<file path="src/rtl/i2a_pkg.sv">
// Shared types, constants and the digit-to-character function of the ASCII digit converter.
package i2a_pkg;

  localparam int unsigned ValueWidth = 64;
  localparam int unsigned CharWidth  = 7;
  localparam int unsigned NibWidth   = 4;
  localparam int unsigned NumDigits  = 20;
  localparam int unsigned DigitBits  = NumDigits * NibWidth;
  localparam int unsigned RemWidth   = 5;
  localparam int unsigned StepWidth  = 6;

  localparam logic [RemWidth-1:0]  DigitsDec = 5'd20;
  localparam logic [RemWidth-1:0]  DigitsHex = 5'd16;
  localparam logic [StepWidth-1:0] LastStep  = 6'd63;

  localparam logic [CharWidth-1:0] AsciiZero   = 7'd48;
  localparam logic [CharWidth-1:0] AsciiLowerA = 7'd97;
  localparam logic [CharWidth-1:0] DecBase     = 7'd10;
  localparam logic [NibWidth-1:0]  MaxDecDigit = 4'd9;

  localparam logic OpDec = 1'b0;
  localparam logic OpHex = 1'b1;

  typedef struct packed {
    logic load;
    logic hex;
    logic dabble;
    logic shift;
  } i2a_cmd_t;

  typedef struct packed {
    logic conv_last;
    logic top_zero;
    logic one_left;
  } i2a_sts_t;

  function automatic logic [CharWidth-1:0] i2a_ascii(input logic [NibWidth-1:0] d);
    logic [CharWidth-1:0] wide;
    wide = {3'b000, d};
    if (d > MaxDecDigit) begin
      return AsciiLowerA + wide - DecBase;
    end
    return AsciiZero + wide;
  endfunction

endpackage

</file>
<file path="src/rtl/i2a_ctrl.sv">
// Controller state machine that sequences conversion, zero skipping and digit output.
module i2a_ctrl (
  input  logic              clk_i,
  input  logic              rst_ni,
  input  logic              in_valid_i,
  input  logic              op_i,
  input  logic              out_ready_i,
  input  i2a_pkg::i2a_sts_t sts_i,
  output i2a_pkg::i2a_cmd_t cmd_o,
  output logic              in_ready_o,
  output logic              out_valid_o
);
  import i2a_pkg::*;

  typedef enum logic [1:0] {
    StIdle,
    StConv,
    StSkip,
    StEmit
  } state_e;

  state_e state_q, state_d;

  always_comb begin
    state_d = state_q;
    cmd_o   = '0;
    cmd_o.hex = op_i;
    unique case (state_q)
      StIdle: begin
        if (in_valid_i) begin
          cmd_o.load = 1'b1;
          state_d    = (op_i == OpHex) ? StSkip : StConv;
        end
      end
      StConv: begin
        cmd_o.dabble = 1'b1;
        if (sts_i.conv_last) begin
          state_d = StSkip;
        end
      end
      StSkip: begin
        if (sts_i.top_zero && !sts_i.one_left) begin
          cmd_o.shift = 1'b1;
        end else begin
          state_d = StEmit;
        end
      end
      StEmit: begin
        if (out_ready_i) begin
          if (sts_i.one_left) begin
            state_d = StIdle;
          end else begin
            cmd_o.shift = 1'b1;
          end
        end
      end
      default: state_d = StIdle;
    endcase
  end

  always_ff @(posedge clk_i or negedge rst_ni) begin
    if (!rst_ni) begin
      state_q <= StIdle;
    end else begin
      state_q <= state_d;
    end
  end

  assign in_ready_o  = (state_q == StIdle);
  assign out_valid_o = (state_q == StEmit);

endmodule

</file>
<file path="src/rtl/i2a_dpath.sv">
// Datapath with the shift-and-add-three converter, digit shift register and counters.
module i2a_dpath (
  input  logic                               clk_i,
  input  logic                               rst_ni,
  input  i2a_pkg::i2a_cmd_t                  cmd_i,
  input  logic [i2a_pkg::ValueWidth-1:0]     value_i,
  output i2a_pkg::i2a_sts_t                  sts_o,
  output logic [i2a_pkg::CharWidth-1:0]      digit_char_o
);
  import i2a_pkg::*;

  logic [DigitBits-1:0]  bcd_q, bcd_d, adj;
  logic [ValueWidth-1:0] bin_q, bin_d;
  logic [StepWidth-1:0]  step_q, step_d;
  logic [RemWidth-1:0]   rem_q, rem_d;

  always_comb begin
    for (int i = 0; i < NumDigits; i++) begin
      if (bcd_q[i*NibWidth +: NibWidth] >= 4'd5) begin
        adj[i*NibWidth +: NibWidth] = bcd_q[i*NibWidth +: NibWidth] + 4'd3;
      end else begin
        adj[i*NibWidth +: NibWidth] = bcd_q[i*NibWidth +: NibWidth];
      end
    end
  end

  always_comb begin
    bcd_d  = bcd_q;
    bin_d  = bin_q;
    step_d = step_q;
    rem_d  = rem_q;
    if (cmd_i.load) begin
      bin_d  = value_i;
      step_d = '0;
      if (cmd_i.hex == OpHex) begin
        bcd_d = {value_i, {(DigitBits-ValueWidth){1'b0}}};
        rem_d = DigitsHex;
      end else begin
        bcd_d = '0;
        rem_d = DigitsDec;
      end
    end else if (cmd_i.dabble) begin
      bcd_d  = {adj[DigitBits-2:0], bin_q[ValueWidth-1]};
      bin_d  = {bin_q[ValueWidth-2:0], 1'b0};
      step_d = step_q + 1'b1;
    end else if (cmd_i.shift) begin
      bcd_d = {bcd_q[DigitBits-NibWidth-1:0], {NibWidth{1'b0}}};
      rem_d = rem_q - 1'b1;
    end
  end

  always_ff @(posedge clk_i or negedge rst_ni) begin
    if (!rst_ni) begin
      step_q <= '0;
      rem_q  <= '0;
    end else begin
      step_q <= step_d;
      rem_q  <= rem_d;
    end
  end

  always_ff @(posedge clk_i) begin
    bcd_q <= bcd_d;
    bin_q <= bin_d;
  end

  assign sts_o.conv_last = (step_q == LastStep);
  assign sts_o.top_zero  = (bcd_q[DigitBits-1 -: NibWidth] == '0);
  assign sts_o.one_left  = (rem_q == 5'd1);
  assign digit_char_o    = i2a_ascii(bcd_q[DigitBits-1 -: NibWidth]);

endmodule

</file>
<file path="src/rtl/integer_to_ascii_digits.sv">
// Top level of the unsigned 64-bit to decimal or hexadecimal ASCII digit converter.
// The block takes one number at a time and returns its digit characters, most significant
// first and without leading zeros, with last set on the final digit; zero gives a single '0'.
// A decimal item first runs through the shift-and-add-three loop, one input bit per cycle;
// then leading zeros are dropped, and the digits are offered as the output accepts them.
// The dropped zeros and the digits always make twenty for a decimal item. A hexadecimal
// item skips the conversion loop; its dropped zeros and digits always make sixteen.
// The next item is taken in the cycle after the last digit has been accepted.
module integer_to_ascii_digits (
  input  logic                               clk_i,
  input  logic                               rst_ni,
  input  logic                               in_valid_i,
  output logic                               in_ready_o,
  input  logic                               op_i,
  input  logic [i2a_pkg::ValueWidth-1:0]     value_i,
  output logic                               out_valid_o,
  input  logic                               out_ready_i,
  output logic [i2a_pkg::CharWidth-1:0]      digit_char_o,
  output logic                               last_o
);
  import i2a_pkg::*;

  i2a_cmd_t cmd;
  i2a_sts_t sts;

  i2a_ctrl u_ctrl (
    .clk_i       (clk_i),
    .rst_ni      (rst_ni),
    .in_valid_i  (in_valid_i),
    .op_i        (op_i),
    .out_ready_i (out_ready_i),
    .sts_i       (sts),
    .cmd_o       (cmd),
    .in_ready_o  (in_ready_o),
    .out_valid_o (out_valid_o)
  );

  i2a_dpath u_dpath (
    .clk_i        (clk_i),
    .rst_ni       (rst_ni),
    .cmd_i        (cmd),
    .value_i      (value_i),
    .sts_o        (sts),
    .digit_char_o (digit_char_o)
  );

  assign last_o = sts.one_left;

endmodule

</file>
<file path="config.mk">
export PLATFORM = sky130hd
export DESIGN_NAME = integer_to_ascii_digits
export DESIGN_NICKNAME = d
export VERILOG_FILES = /design/src/rtl/i2a_pkg.sv /design/src/rtl/i2a_ctrl.sv /design/src/rtl/i2a_dpath.sv /design/src/rtl/integer_to_ascii_digits.sv
export SDC_FILE = /design/constraint.sdc
export NUM_CORES = 1
export LEC_CHECK = 0
export ABC_AREA = 1
export BUFFER_PORTS_ARGS = -buffer_cell sky130_fd_sc_hd__buf_2
export CAP_MARGIN = 20
export CORE_MARGIN = 2
export CORE_UTILIZATION = 45
export CTS_CLUSTER_SIZE = 12
export DETAILED_ROUTE_END_ITERATION = 10
export GPL_TIMING_DRIVEN = 0
export PLACE_DENSITY = 0.6
export SLEW_MARGIN = 0
export SYNTH_ARGS = -nofsm -noshare
export SYNTH_HDL_FRONTEND = slang
export SYNTH_HIERARCHICAL = 1
export SYNTH_SLANG_ARGS = --single-unit
</file>
<file path="constraint.sdc">
create_clock -name clk_i -period 4.7 [get_ports clk_i]
set_clock_uncertainty 0.2 [all_clocks]
set_input_delay 0.235 -clock clk_i [delete_from_list [all_inputs] [get_ports clk_i]]
set_output_delay 0.235 -clock clk_i [all_outputs]
set_load 0.01 [all_outputs]
</file>
==> flow_summary_export.csv, run 1 <==
group,metric,value,unit
yosys,ys_ff_latch,157,
yosys,ys_async_sr_fraction,8.28,%
floorplan,dieArea,22900,um^2
route,firstDrtPassIters,5,
global_route,antenna_found_initial,0,
layout,layout-drive-gt1-share,11.1,%
yosys,synth.most_common_cell,"nand2_1",
layout,layout.nets,1539,
global_route,grt_max_degree,46,
setup_path,cp_slowest_cell,"or2_4",
setup_path,critPathMaxFanout,45,
pwr,p_total,8.87,mW
pwr,p_leak,5.84,nW
place,numPortBuffers,78,
setup_path,worstPathCellList,"inv_1 > ha_1 > nand2_1 > inv_1 > nor2_1 > inv_2 > buf_4 > buf_16 > or2_4 > buf_16",
yosys,syn_avg_cell_area,7.77,um^2
sta,slew_violations,0,
clocking,insertion_delay,0.43,ns
route,wire_per_inst,14.4,um
route,drt_wl_total,24600,um
yosys,yosysWarnings,6,
setup_path,path_buf_inv,6,
sta,hold_violations,0,
layout,multi_input_area,4190,um^2
sta,worst_slack,1.21,ns
global_route,grt_first_pass_wirelength,39500,um
yosys,synth_area_leaders,"edfxtp_1 44%, nand2_1 19%, nand3_1 7.1%",
sta,period_share,74.3,%
layout,nFillCells,1971,
place,place_ws,1.12,ns
global_route,grt_overflow_total,0,
setup_path,worstSetupEndpointType,"flip-flop",
layout,final_util,56.0,%
yosys,ys_types,27,
yosys,ys.flop_type,"edfxtp_1",
yosys,syn_area,9770,um^2
floorplan,row_count,53,
layout,antenna_cells,0,
sta,tightest_slew,0.628,ns
yosys,mappedNetlistNets,1373,
place,dp_hpwl,16900,um
job,cap_violations,0,
setup_path,criticalPathCategory,"reg2reg",
clocking,h-tree-depth,4,
setup_path,worstPathArrival,3.40,ns
floorplan,fp.dieH,151,um
layout,stdcell_count,1711,
sta,fin_crit,3.49,ns
setup_path,critical_path_required,4.61,ns
yosys,synth_edf_count,144,
clocking,clk_pin_slew,0.07,ns
sta,holdWs,0.0218,ns
route,post-route-drc-count,0,
setup_path,slowest_delay,0.57,ns
yosys,synth_area_leader_cell,"edfxtp_1",
yosys,yosysSeqAreaShare,47.6,%
place,placedInstanceArea,10600,um^2
clocking,cts-root-buf,"clkbuf_16",
pwr,comb_power_share,48.5,%
global_route,first_global_vias,8021,
pwr,p_sw_share,43.3,%
place,gp_congestion,0.837,
min_path,hold_class,"in2async",
sta,slew_headroom,58.1,%
pwr,vdd_drop_max,314,uV
clocking,cts_sinks,157,
route,vias,8645,
route,ant_nets,0,
sta,max_freq,286,MHz
yosys,synthCells,1257,
floorplan,io_pins,79,
global_route,grt_usage,22.2,%
pwr,p_switching,3.84,mW
sta,fin_setup_tns,0,ns
setup_path,start_kind,"flip-flop",
clocking,cts_setup_buffers,0,
pwr,power.density,748,nW/um^2
floorplan,start_util,46.2,%
pwr,clkPwrFrac,16.0,%
sta,rsz0062_at_grt,"false",
setup_path,crit_family,"buffers and inverters",
layout,area_growth,21.3,%
sta,report.final.setup_viol,0,
pwr,power.internal,5.03,mW
layout,final_cell_area,11900,um^2
clocking,cts.path.max_buffers,2,
layout,seq_area,4650,um^2
route,viasPerCell,5.05,
run_status,status,"completed",
yosys,synth_common_cells,"494 x nand2_1, 179 x inv_1, 144 x edfxtp_1",
clocking,cts_tree,"built",
yosys,synth_top_area_share,44.3,%
clocking,cts_buffers,17,
pwr,seqPwrFrac,35.5,%
floorplan,fp.dieW,151,um
floorplan,coreArea,21200,um^2
route,drt_iter0_drc,523,
place,placed_cells,1612,
## path summary, 6_finish.rpt
kind | slack (ns) | end | start | cells past startpoint
min in group clk_i | 0.07 | u_ctrl/state_q[1] | out_ready_i | 7
max in group asynchronous | 4.04 | u_dpath/rem_q[4] | rst_ni | 2
hold / removal | 0.02 | u_dpath/step_q[1] | rst_ni | 2
hold reg to reg | 0.31 | u_dpath/rem_q[4] | u_dpath/rem_q[4] | 2
setup / recovery | 1.21 | u_dpath/bcd_q[1] | u_ctrl/state_q[0] | 10
setup reg to reg | 1.21 | u_dpath/bcd_q[1] | u_ctrl/state_q[0] | 10
## flip-flops by register name (all words and copies together) (netlist names)
| name | cells |
|---|---|
| u_ctrl/state_q | 2 |
| u_dpath/step_q | 6 |
| u_dpath/bcd_q | 80 |
| u_dpath/rem_q | 5 |
| u_dpath/bin_q | 64 |
## layout by cell type, fill, tap and decap left out
cell type	count
nand2_1	494
inv_1	179
edfxtp_1	144
nand3_1	138
buf_2	105
dlygate4sd3_1	67
o22ai_1	52
nor2_1	52
ha_1	47
nand4_1	40
o21ai_0	29
clkbuf_16	22
dfrtp_1	13
inv_2	7
clkbuf_1	6
buf_6	6
a21oi_1	6
clkinv_2	5
nor3_1	5
buf_4	3
clkinv_4	2
o21ai_1	2
buf_16	2
clkbuf_8	1
nor2_2	1
o21ai_2	1
nand2_2	1
o21a_2	1
nor2_4	1
xor2_1	1
or2_4	1
a22o_1	1
o211ai_1	1
## layout make-up
cell class              count  share of cell area (%)
repair buffers            147                    9.42
clock buffers              25                    4.82
plain buffers              40                    2.03
multi-input cells         874                    35.3
inverters                 186                    5.89
well taps                 275                    2.90
flip-flops and latches    157                    39.2
clock inverters             7                   0.359
## cell families (layout without fill, tap and decap cells)
group / Yosys count / after routing / synth area share (%)
AOI/OAI and AO/OA: 93 / 93 / 5.57
buffers and inverters: 226 / 405 / 9.58
DFF: 157 / 157 / 47.6
xor gates and xnor gates: 1 / 1 / 0.0896
and+or+nand+nor: 733 / 733 / 31.2
adders and majority gates: 47 / 47 / 6.02
## power groups by stage
stage / Sequential [mW] / Combinational, mW / Clock (mW)
6_report: 3.15 / 4.30 / 1.42
5_1_grt: 3.25 / 4.97 / 1.49
4_1_cts: 3.15 / 4.32 / 1.44
3_5_place_dp: 3.16 / 4.25 / 0
3_3_place_gp: 3.20 / 4.10 / 0
2_1_floorplan: 3.07 / 3.15 / 0
## what timing repair did
item | CTS | global route
hold buffers | 67 | 0
resized for setup | 0 | 0
hold endpoints to repair | 94 | 0
## per-layer routing
| metal | track usage (%) | wire length (um) |
|---|---|---|
| met1 | 30.8 | 12000 |
| met2 | 36.5 | 11300 |
| met3 | 3.98 | 1010 |
| met4 | 5.05 | 240 |
| met5 | 0 | 0 |
Note: power is estimated with default switching activity, not from simulation.
==> run 2: changes to the inputs <==
--- a/config.mk
+++ b/config.mk
@@ -5,7 +5,7 @@
 export SDC_FILE = /design/constraint.sdc
 export NUM_CORES = 1
 export LEC_CHECK = 0
-export ABC_AREA = 1
+export ABC_AREA = 0
 export BUFFER_PORTS_ARGS = -buffer_cell sky130_fd_sc_hd__buf_2
 export CAP_MARGIN = 20
 export CORE_MARGIN = 2
==> constraint.sdc (replaced) <==
create_clock -name clk_i -period 3.6 [get_ports clk_i]
set_clock_uncertainty 0.2 [all_clocks]
set_input_delay 0.18 -clock clk_i [delete_from_list [all_inputs] [get_ports clk_i]]
set_output_delay 0.18 -clock clk_i [all_outputs]
set_load 0.01 [all_outputs]
==> run 2 against run 1 <==
Compared with the run above: critical path depth fell by 3; sequential share of layout area up 2.6 points; non-clock buffer count increased by 1; critical path type unchanged; critical endpoint is now u_dpath/bcd_q[49].
==> flow_summary_export.csv, run 2 <==
group,metric,value,unit
yosys,synth_area_leader_cell,"edfxtp_1",
sta,tightest_slew,0.905,ns
sta,report.final.setup_viol,0,
place,numPortBuffers,78,
setup_path,worstPathCellList,"inv_1 > ha_1 > nor3b_1 > a22oi_1 > nor2_1 > or3_4 > buf_12",
clocking,cts_tree,"built",
floorplan,coreArea,20000,um^2
yosys,synth_edf_count,144,
global_route,first_global_vias,7076,
route,wire_per_inst,18.1,um
yosys,yosysWarnings,6,
clocking,cts.path.max_buffers,2,
global_route,antenna_found_initial,0,
sta,period_share,79.5,%
route,vias,6941,
setup_path,cp_slowest_cell,"or3_4",
layout,largest_register_ffs,80,
layout,nFillCells,1769,
setup_path,start_kind,"flip-flop",
setup_path,worstSetupEndpointType,"flip-flop",
layout,top_regs,"u_dpath/bcd_q (80), u_dpath/bin_q (64), u_dpath/step_q (6)",
clocking,cts_sinks,157,
clocking,cts_resized,0,
setup_path,critPathMaxFanout,42,
pwr,power.density,960,nW/um^2
setup_path,worstPathArrival,2.77,ns
sta,fin_crit,2.86,ns
clocking,cts_buffers,17,
setup_path,criticalPathCategory,"reg2reg",
layout,layout-drive-gt1-share,22.9,%
pwr,seqPwrFrac,40.0,%
floorplan,fp.dieH,146,um
min_path,hold_class,"in2reg",
clocking,h-tree-depth,4,
global_route,grt_max_degree,67,
sta,holdWs,0.0107,ns
place,dp_hpwl,15100,um
route,post-route-drc-count,0,
route,drt_iter0_drc,416,
layout,final_cell_mix,"144 x edfxtp_1, 110 x buf_2, 79 x mux2_2",
layout,layout.nets,1095,
place,gp_congestion,0.802,
layout,antenna_cells,0,
clocking,clk_pin_slew,0.06,ns
yosys,synth_area_leaders,"edfxtp_1 47%, mux2_2 9.7%, ha_1 6.4%",
yosys,synthCells,814,
clocking,insertion_delay,0.42,ns
yosys,syn_area,9130,um^2
clocking,cts_hold_buf,67,
yosys,ys_ff_latch,157,
pwr,p_total,10.7,mW
sta,max_freq,350,MHz
route,ant_nets,0,
floorplan,io_pins,79,
sta,rsz0062_at_grt,"false",
route,firstDrtPassIters,5,
floorplan,row_count,52,
yosys,ys_types,44,
sta,slew_violations,0,
pwr,comb_power_share,43.7,%
job,cap_violations,0,
layout,stdcell_count,1261,
pwr,p_leak,4.31,nW
pwr,clkPwrFrac,16.3,%
pwr,p_sw_share,38.4,%
layout,top_register,"u_dpath/bcd_q",
layout,layout_commonest_cell,"edfxtp_1",
setup_path,slowest_delay,0.52,ns
clocking,cts-root-buf,"clkbuf_16",
yosys,synth_top_area_share,47.4,%
sta,hold_violations,0,
global_route,grt_overflow_total,0,
sta,slew_headroom,39.7,%
floorplan,start_util,45.5,%
global_route,grt_usage,22.1,%
yosys,ys.flop_type,"edfxtp_1",
floorplan,dieArea,21400,um^2
yosys,synth_common_cells,"144 x edfxtp_1, 79 x mux2_2, 70 x nand2_1, 70 x o21ai_0",
place,placed_cells,1163,
clocking,cts_setup_buffers,0,
yosys,mappedNetlistNets,930,
pwr,p_switching,4.09,mW
yosys,synth.most_common_cell,"edfxtp_1",
setup_path,critical_path_required,3.51,ns
floorplan,fp.dieW,146,um
yosys,syn_avg_cell_area,11.2,um^2
pwr,vdd_drop_max,423,uV
pwr,power.internal,6.57,mW
sta,fin_setup_tns,0,ns
layout,area_growth,21.7,%
run_status,status,"completed",
route,viasPerCell,5.50,
yosys,yosysSeqAreaShare,51.0,%
route,drt_wl_total,22800,um
global_route,grt_first_pass_wirelength,37000,um
yosys,ys_async_sr_fraction,8.28,%
-- run 2: through the flow --
| stage | worst slack, ns | instance area, um^2 | utilization [%] |
|---|---|---|---|
| 2_1_floorplan | 0.301 | 9130 | - |
| 6_report | 0.739 | 11100 | 55.4 |
| 3_5_place_dp | 0.666 | 9880 | 49.3 |
| 3_3_place_gp | -0.725 | 9850 | 49.2 |
| 4_1_cts | 0.673 | 11100 | 55.4 |
| 5_1_grt | 0.479 | 11100 | 55.4 |
-- run 2: final cells by class --
class                      count  area (um^2)  area share [%]
sequential                   157         4650            41.9
multi-input combinational    567         4080            36.8
timing repair buffer         146         1080            9.73
clock buffer                  19          433            3.90
tap                          270          338            3.04
buffer                        42          218            1.96
inverter                      48          183            1.64
clock inverter                12          124            1.12
-- run 2: path summary, 6_finish.rpt --
path,start,to,slack (ns),cells after the start
worst max-delay path,u_dpath/bcd_q[76],u_dpath/bcd_q[49],0.74,7
max in group asynchronous,rst_ni,u_dpath/rem_q[2],2.18,3
worst min-delay path,out_ready_i,u_ctrl/state_q[1],0.01,4
min in group asynchronous,rst_ni,u_dpath/step_q[2],0.62,3
worst min register to register,u_dpath/step_q[4],u_dpath/step_q[4],0.34,2
worst max register to register,u_dpath/bcd_q[76],u_dpath/bcd_q[49],0.74,7
-- run 2: worst max-delay path: cells and delay by family, from the launching register on --
family / cells / cell delay (ns)
simple gates: 3 / 0.98
flops: 1 / 0.48
buf+inv: 2 / 0.45
fa+ha+maj: 1 / 0.25
compound gates: 1 / 0.15
-- run 2: cells by family after synthesis --
| family | count (synthesis) | synth area share [%] |
|---|---|---|
| fa+ha+maj | 47 | 6.44 |
| simple gates | 225 | 13.1 |
| xor+xnor | 13 | 1.25 |
| flops | 157 | 51.0 |
| compound gates | 191 | 12.8 |
| mux | 91 | 11.1 |
| buf+inv | 90 | 4.36 |
-- run 2: per-layer routing --
metal  GRT usage [%]  part of all wire, %  wire [um]  vias to the layer above
met1            29.6                   47      10700                     3397
met3            3.72                  3.9        887                       22
met4            5.83                  1.2        277                        0
met2            37.5                   48      11000                      147
li1                -                    -          -                     3375
met5               0                    0          0                        -
-- run 2: power groups by stage --
| stage | Combinational [mW] | Clock, mW | Sequential, mW |
|---|---|---|---|
| floorplan | 3.42 | 0 | 4.07 |
| global placement | 4.43 | 0 | 4.32 |
| detailed placement | 4.59 | 0 | 4.28 |
| CTS | 4.66 | 1.77 | 4.25 |
| global route | 5.24 | 1.85 | 4.39 |
| finish | 4.65 | 1.74 | 4.26 |
